**src/rtl/core/edist_pkg.sv**
```systemverilog
package edist_pkg;

    // cost width and saturation point of every table entry
    localparam int unsigned COST_W   = 12;
    localparam logic [COST_W-1:0] COST_MAX = 12'd4095;

    // default length bounds
    localparam int unsigned MAX_FIRST_LEN_DEF  = 64;
    localparam int unsigned MAX_SECOND_LEN_DEF = 4095;

    // opcodes
    localparam logic [1:0] OP_APPEND = 2'd0;
    localparam logic [1:0] OP_STEP   = 2'd1;
    localparam logic [1:0] OP_FINISH = 2'd2;

    // data handed from one cell to the next each cycle
    typedef struct packed {
        logic              step_v;   // a second-string byte wavefront
        logic [7:0]        ch;       // second-string byte
        logic [COST_W-1:0] above;    // updated cost of the left neighbor
        logic [COST_W-1:0] diag;     // cost of the left neighbor before the update
        logic              tok_v;    // finish token
        logic [COST_W-1:0] tok_val;  // cost of the last active cell seen so far
    } link_t;

endpackage

```
**src/rtl/core/edist_cell.sv**
```systemverilog
module edist_cell #(
    parameter int unsigned Index = 1
) (
    input  logic                   clk,
    input  logic                   rst_n,
    input  logic                   load,
    input  logic [7:0]             load_char,
    input  edist_pkg::link_t       link_in,
    output edist_pkg::link_t       link_out
);
    import edist_pkg::*;

    logic              active_reg;
    logic              active_next;
    logic [7:0]        char_reg;
    logic [COST_W-1:0] cost_reg;
    logic [COST_W-1:0] cost_next;
    link_t             link_reg;
    link_t             link_next;

    logic [COST_W:0]   del_cost;
    logic [COST_W:0]   ins_cost;
    logic [COST_W:0]   sub_cost;
    logic [COST_W:0]   min_cost;
    logic [COST_W-1:0] upd_cost;

    // three-way minimum over the neighboring costs
    always_comb
    begin
        del_cost = {1'b0, cost_reg} + (COST_W+1)'(1);
        ins_cost = {1'b0, link_in.above} + (COST_W+1)'(1);
        sub_cost = {1'b0, link_in.diag} + (COST_W+1)'(link_in.ch != char_reg);
        min_cost = del_cost;
        if (ins_cost < min_cost)
        begin
            min_cost = ins_cost;
        end
        if (sub_cost < min_cost)
        begin
            min_cost = sub_cost;
        end
        if (min_cost > {1'b0, COST_MAX})
        begin
            upd_cost = COST_MAX;
        end
        else
        begin
            upd_cost = min_cost[COST_W-1:0];
        end
    end

    always_comb
    begin
        active_next = active_reg;
        cost_next   = cost_reg;
        if (load)
        begin
            active_next = 1'b1;
            cost_next   = COST_W'(Index);
        end
        else if (link_in.tok_v)
        begin
            // finish token clears the cell as it passes
            active_next = 1'b0;
        end
        else if (link_in.step_v && active_reg)
        begin
            cost_next = upd_cost;
        end

        link_next.step_v  = link_in.step_v;
        link_next.ch      = link_in.ch;
        link_next.above   = cost_next;
        link_next.diag    = cost_reg;
        link_next.tok_v   = link_in.tok_v;
        link_next.tok_val = active_reg ? cost_reg : link_in.tok_val;
    end

    always_ff @(posedge clk or negedge rst_n)
    begin
        if (!rst_n)
        begin
            active_reg <= 1'b0;
            link_reg   <= '0;
        end
        else
        begin
            active_reg <= active_next;
            link_reg   <= link_next;
        end
    end

    always_ff @(posedge clk)
    begin
        cost_reg <= cost_next;
        if (load)
        begin
            char_reg <= load_char;
        end
    end

    assign link_out = link_reg;

endmodule

```
**config.mk**
```make
export PLATFORM = sky130hd
export DESIGN_NAME = edist_cell
export DESIGN_NICKNAME = d
export VERILOG_FILES = /design/src/rtl/core/edist_pkg.sv /design/src/rtl/core/edist_cell.sv
export SDC_FILE = /design/constraint.sdc
export NUM_CORES = 1
export LEC_CHECK = 0
export ABC_AREA = 1
export ABC_CLOCK_PERIOD_IN_PS = 11900
export BUFFER_PORTS_ARGS = -buffer_cell sky130_fd_sc_hd__buf_4
export CAP_MARGIN = 20
export CORE_MARGIN = 2
export CORE_UTILIZATION = 56
export CTS_BUF_LIST = sky130_fd_sc_hd__clkbuf_16
export DETAILED_ROUTE_END_ITERATION = 6
export GPL_ROUTABILITY_DRIVEN = 0
export HOLD_SLACK_MARGIN = 0.02
export PLACE_DENSITY = 0.95
export SYNTH_ARGS = -nofsm -noshare
export SYNTH_HDL_FRONTEND = slang
export SYNTH_SLANG_ARGS = --single-unit
```
**constraint.sdc**
```tcl
create_clock -name clk -period 11.9 [get_ports clk]
set_input_delay 0.595 -clock clk [delete_from_list [all_inputs] [get_ports clk]]
set_output_delay 0.595 -clock clk [all_outputs]
set_load 0.02 [all_outputs]
```
Yosys cells after proc, flatten, opt, wreduce, memory -nomap -nowiden
Index checks and enable logic that the tools add are counted.
{ "op_classes": {"order_cmp": 3, "reduce_logical": 2, "addsub": 3, "muxes": 9, "n_eq_ne": 1} }
{ "ops": {"columns": ["operator", "n"], "rows": [
  ["two-way mux 12 bit", 5],
  ["adder 12 x 1 -> 13 bit, second input constant", 2],
  ["< comparator 13 bit", 2],
  ["two-way mux 13 bit", 2],
  ["adder 12 x 1 -> 13 bit", 1],
  ["> comparator 13 x 12 -> 1 bit, second input constant", 1],
  ["!= test 8 bit", 1],
  ["two-way mux 1 bit", 2],
  ["nonzero test 2 bit", 1],
  ["logical AND 1 bit", 1]
]} }
{ "word_totals": {"wordCells": 27, "regBits": 67} }

Logic depth before layout (Yosys ltp)
{ "depth": {"ltp_word": 10, "depth_mapped": 32, "depth_no_buf": 31} }

Worst setup path after synthesis
Ideal clock, no wire load.
{ "synth_path": {"path_type": "input to register", "startpoint": "in link_in[25] in the netlist's numbering", "endpoint": "reg link_reg, in the netlist link_out[36]", "arrival_ns": 4.006, "required_time_ns": 11.776, "setup_slack_ns": 7.770, "setup_ns": 0.124, "stages": 27, "path_cell_list": "ha_1 nand3_1 inv_1 nand4_1 or2_1 nor2_1 xor2_1 ha_1 nand2_1 nand2_1 nand2_1 nand2_1 a21oi_1 nand2_2 clkbuf_1 nand2_1 o21ai_0 ha_1 nand2_1 o21a_1 o221a_2 nand2_4 inv_4 nand2_1 nand3_4 nor2_1 nor2_1"} }
{ "synth_via": {"elab_chain_len": 10} }
{ "synth_lines": {"columns": ["element", "line_no", "text"], "rows": [
  ["start: declaration", "edist_cell.sv:8", "input edist_pkg::link_t link_in,"],
  ["adder 12 x 1 -> 13 bit *", "edist_cell.sv:31", "ins_cost = {1'b0, link_in.above} + (COST_W+1)'(1);"],
  ["< comparator 13 bit", "edist_cell.sv:34", "if (ins_cost < min_cost)"],
  ["two-way mux 13 bit *", "edist_cell.sv:34", null],
  ["< comparator 13 bit", "edist_cell.sv:38", "if (sub_cost < min_cost)"],
  ["two-way mux 13 bit *", "edist_cell.sv:38", null],
  ["> comparator 13 x 12 -> 1 bit", "edist_cell.sv:42", "if (min_cost > {1'b0, COST_MAX})"],
  ["two-way mux 12 bit *", "edist_cell.sv:42", null],
  ["two-way mux 12 bit *", "edist_cell.sv:66", "else if (link_in.step_v && active_reg)"],
  ["two-way mux 12 bit *", "edist_cell.sv:61", "else if (link_in.tok_v)"],
  ["two-way mux 12 bit *", "edist_cell.sv:56", "if (load)"],
  ["named net cost_next[11]", "edist_cell.sv:17", "logic [COST_W-1:0] cost_next;"],
  ["end signal: assignment", "edist_cell.sv:89", "link_reg <= link_next;"],
  ["end: declaration", "edist_cell.sv:18", "link_t link_reg;"]
]} }
Mark *: on every way through the listed nets, which the timed path passes. The rest lies on a longest branch.
A chain may end at the register's enable or synchronous reset.

Final worst setup path
{ "layout_path": {"startpoint": "reg cost_reg[0]", "endpoint": "reg link_reg, in the netlist link_out[33]"} }
{ "layout_via": {"elab_chain_len": 10} }
{ "layout_lines": {"columns": ["element", "line_no", "text"], "rows": [
  ["start: declaration", "edist_cell.sv:16", "logic [COST_W-1:0] cost_reg;"],
  ["start signal: assignment", "edist_cell.sv:95", "cost_reg <= cost_next;"],
  ["adder 12 x 1 -> 13 bit *", "edist_cell.sv:30", "del_cost = {1'b0, cost_reg} + (COST_W+1)'(1);"],
  ["< comparator 13 bit", "edist_cell.sv:34", null],
  ["two-way mux 13 bit *", "edist_cell.sv:34", null],
  ["< comparator 13 bit", "edist_cell.sv:38", null],
  ["two-way mux 13 bit *", "edist_cell.sv:38", null],
  ["> comparator 13 x 12 -> 1 bit", "edist_cell.sv:42", null],
  ["two-way mux 12 bit *", "edist_cell.sv:42", null],
  ["two-way mux 12 bit *", "edist_cell.sv:66", null],
  ["two-way mux 12 bit *", "edist_cell.sv:61", null],
  ["two-way mux 12 bit *", "edist_cell.sv:56", null],
  ["named net cost_next[8]", "edist_cell.sv:17", null]
]} }
Marks and branches as above.

==> impl_results.md <==
- Outcome: finished clean
- Pin count of the biggest net entering global routing: 48
- R2R Path Start: cost_reg[0]
- EDFF count, synth: 8
- R2r setup slk: between 6000 and 7000 ps
- Layout area overhead: 30.12%
- Flip-flop count of the largest register after layout: 46
- Top cell type's share of synthesized area: 0.3250
- Sequential share of the synthesized area: 0.4578
- # setup viols final: 0
- CTS Buffer Depth: 2
- Synth warn: 0
- Iter 0 DRT Violations: ~290
- Router iterations before antenna repair: 5
- Startpoint Class: flop
- H-tree levels: 3
- Antenna Cells: 0
- Synth cell types: 35
- Min Tclk post-route: 5014 ps
- Setup Crit Path Kind: flop to flop
- Critical path launch point: cost_reg[0]
- Drt drc: 0
- Final worst-path cycle share: 0.4213
- Setup crit end kind: flop
- CTS Buf Count: 9
- Fin area: 4708 µm²
- Top post-synthesis cells by area: dfrtp_1 33%, nand2_1 11%, ha_1 9.7%
- Worst EP arrival: 5200 ps
- Num Clock Sinks: between 60 and 70
- Number of global-route vias before repair: approximately 3,400
- Yosys reg bits: 67
- Vias per std cell: about 5.6
- Final Util: 0.7457
- WP data required: roughly 12,000 ps
- Via count: 3,382
- Synth Area in Adders: 0.09682
- Largest family of logic cells by synthesized area: simple AND/OR/NAND/NOR gates
- # hold bufs at CTS: 0
- Area of the core: between 6000 and 7000 µm²
- Setup fix buffers added after clock tree synthesis: 0
- R2R Path End: link_out[33]
- Mapped Area: between 3000 and 4000 µm²
- Slew @ Worst Pin: ~910 ps
- Global route total overflow: 0
- RSZ-0062 raised after global routing: false
- Reg clk slew, reported paths: 60 ps
- ANT nets after route: 0
- Max Cap Viol: 0
- Fin. Hold Viols: 0
- Net count after synthesis: ~500
- Die area: between 7000 and 8000 µm²
- Final nets: ~610
- Leak: roughly 2.4 nW
- Post-synthesis xor/xnor area fraction: 0.08230
- Chip width: 84.39 µm
- CTS Root Cell: clkbuf_16
- Die height: 84.39 µm
- Hold Crit Class: input pin to asynchronous set/reset pin
- Asr flop ratio synth: 0.7015
- Post-Syn Area per Cell: 8.636 µm²
- Synth area leader: dfrtp_1
- Cells on worst reg2reg path: 28
- Worst vdd ir: 0.1414 mV
- Setup_tns: 0 ps
- Slowest cell on the critical path: dfxtp_1
- Final setup skew: 6.798 ps
- # IOs: 103
- Initial Utilization: 0.5731
- Dominant synthesized flop cell: dfrtp_1
- Post-Synth Simple-Gate Area: 0.2258
- DP Wirelength: 7011 µm
- First-pass GRT wire length: between 15,000 and 20,000 µm
- CP max FO: 19
- Mux cell area share after synthesis: 0
- Placed Area: ~4500 µm²
- Fmax: 199.5 MHz
- Clk_lat worst skew: 330 ps
- Cell mode on critical path: nand2_1
- Post-cts sizing count: 0
- Gate Count Post-Synth: ~420
- Share of post-route cells with drive strength above 1: 0.2448
- GRT Total Usage: 0.2883
- Synth Area in Compound Gates: 0.08472
- Site Rows: 29
- Largest stage delay, worst path: around 500 ps
- Fill count: 433
- Routed len/inst: 16.41 µm
- CTS tree: yes
- Final Max Slew Viols: 0
- Pwr per Cell Area: between 100 and 150 nW/µm²
- IO buf count: between 100 and 150
- Slew headroom: 0.3936
- Routed wire length: 9975 µm
- Initial antenna violation count: 0
worst max path at each step:
stage | endpoint | slack [ps] | depth (start not counted)
4_1_cts | link_out[33] | 7040 | 28
3_3_place_gp | link_out[36] | 7260 | 29
2_1_floorplan | link_out[36] | 7770 | 27
5_1_grt | link_out[33] | 6520 | 25
3_5_place_dp | link_out[29] | 7010 | 29
6_report | link_out[33] | 6890 | 28
metrics by stage:
stage	hold slack (ps)	power, mW	worst slack (ps)	instances
global route	308.5	0.6823	6525	608
finish	270.6	0.6510	6886	608
floorplan	299.4	0.3607	7770	419
global placement	371.8	0.4130	7261	592
CTS	286.4	0.6504	7037	608
detailed placement	373.9	0.4222	7011	592
layout by cell type, fill, tap and decap left out, types with 2 or more instances in the layout:
| cell type | n |
|---|---|
| buf_4 | 102 |
| nor3_1 | 4 |
| or2_1 | 2 |
| edfxtp_1 | 8 |
| clkbuf_16 | 9 |
| dfrtp_1 | 47 |
| a21oi_1 | 11 |
| clkinv_2 | 2 |
| dfxtp_1 | 12 |
| nand4_1 | 6 |
| ha_1 | 28 |
| xnor2_1 | 10 |
| inv_1 | 44 |
| nand2_1 | 110 |
| nand3_1 | 17 |
| o21ai_1 | 6 |
| xor2_1 | 24 |
| o21ai_0 | 34 |
| nor2_1 | 34 |
| nor2_4 | 2 |
| nand2_2 | 3 |
logic make-up (layout without fill, tap and decap cells):
kind of cell	Yosys count	count (layout)
and+or+nand+nor	185	185
xor gates and xnor gates	34	34
DFF	67	67
buffers and inverters	48	160
adders and majority gates	28	28
AOI/OAI and AO/OA	57	57
area by class of cell:
| cell class | instances | area, µm² | share of cell area |
|---|---|---|---|
| Multi-Input combinational cell | 304 | 1772 | 0.3763 |
| Sequential cell | 67 | 1657 | 0.3518 |
| Timing Repair Buffer | 102 | 765.7 | 0.1626 |
| Clock buffer | 9 | 225.2 | 0.04783 |
| Inverter | 42 | 160.2 | 0.03402 |
| Tap cell | 77 | 96.34 | 0.02046 |
| Clock inverter | 7 | 32.53 | 0.006909 |
synth_stat cells, types with 2 or more instances:
master	instances
nand4_1	6
o21ai_0	34
inv_1	40
edfxtp_1	8
xor2_1	24
nor2_1	34
nand2_1	110
nor3_1	4
nand2_2	3
o21ai_1	6
dfrtp_1	47
or2_1	2
nor2_4	2
a21oi_1	11
dfxtp_1	12
ha_1	28
xnor2_1	10
clkbuf_1	5
nand3_1	17
layer usage:
| metal | vias to the layer above | GRT usage | wire length [µm] |
|---|---|---|---|
| li1 | 1573 | - | - |
| met2 | 220 | 0.4798 | 4757 |
| met3 | 51 | 0.07768 | 938 |
| met1 | 1538 | 0.3434 | 3804 |
| met4 | 0 | 0.1501 | 475 |
| met5 | - | 0 | 0 |
critical path: cells and delay by family, from the launching register on:
kind	cells	cell delay, ps
XOR/XNOR	1	200
AND/OR/NAND/NOR	18	2630
buffers and inverters	5	590
AO/OA/AOI/OAI	2	350
flip-flops	1	490
adder cells (fa/ha/maj)	2	610
power breakdown:
part           switching [mW]  internal, mW  leakage (nW)
Combinational           0.101        0.0648          1.50
Clock                  0.0881         0.137         0.140
Sequential             0.0115         0.249         0.772
Power figures use the tool's default switching activity.
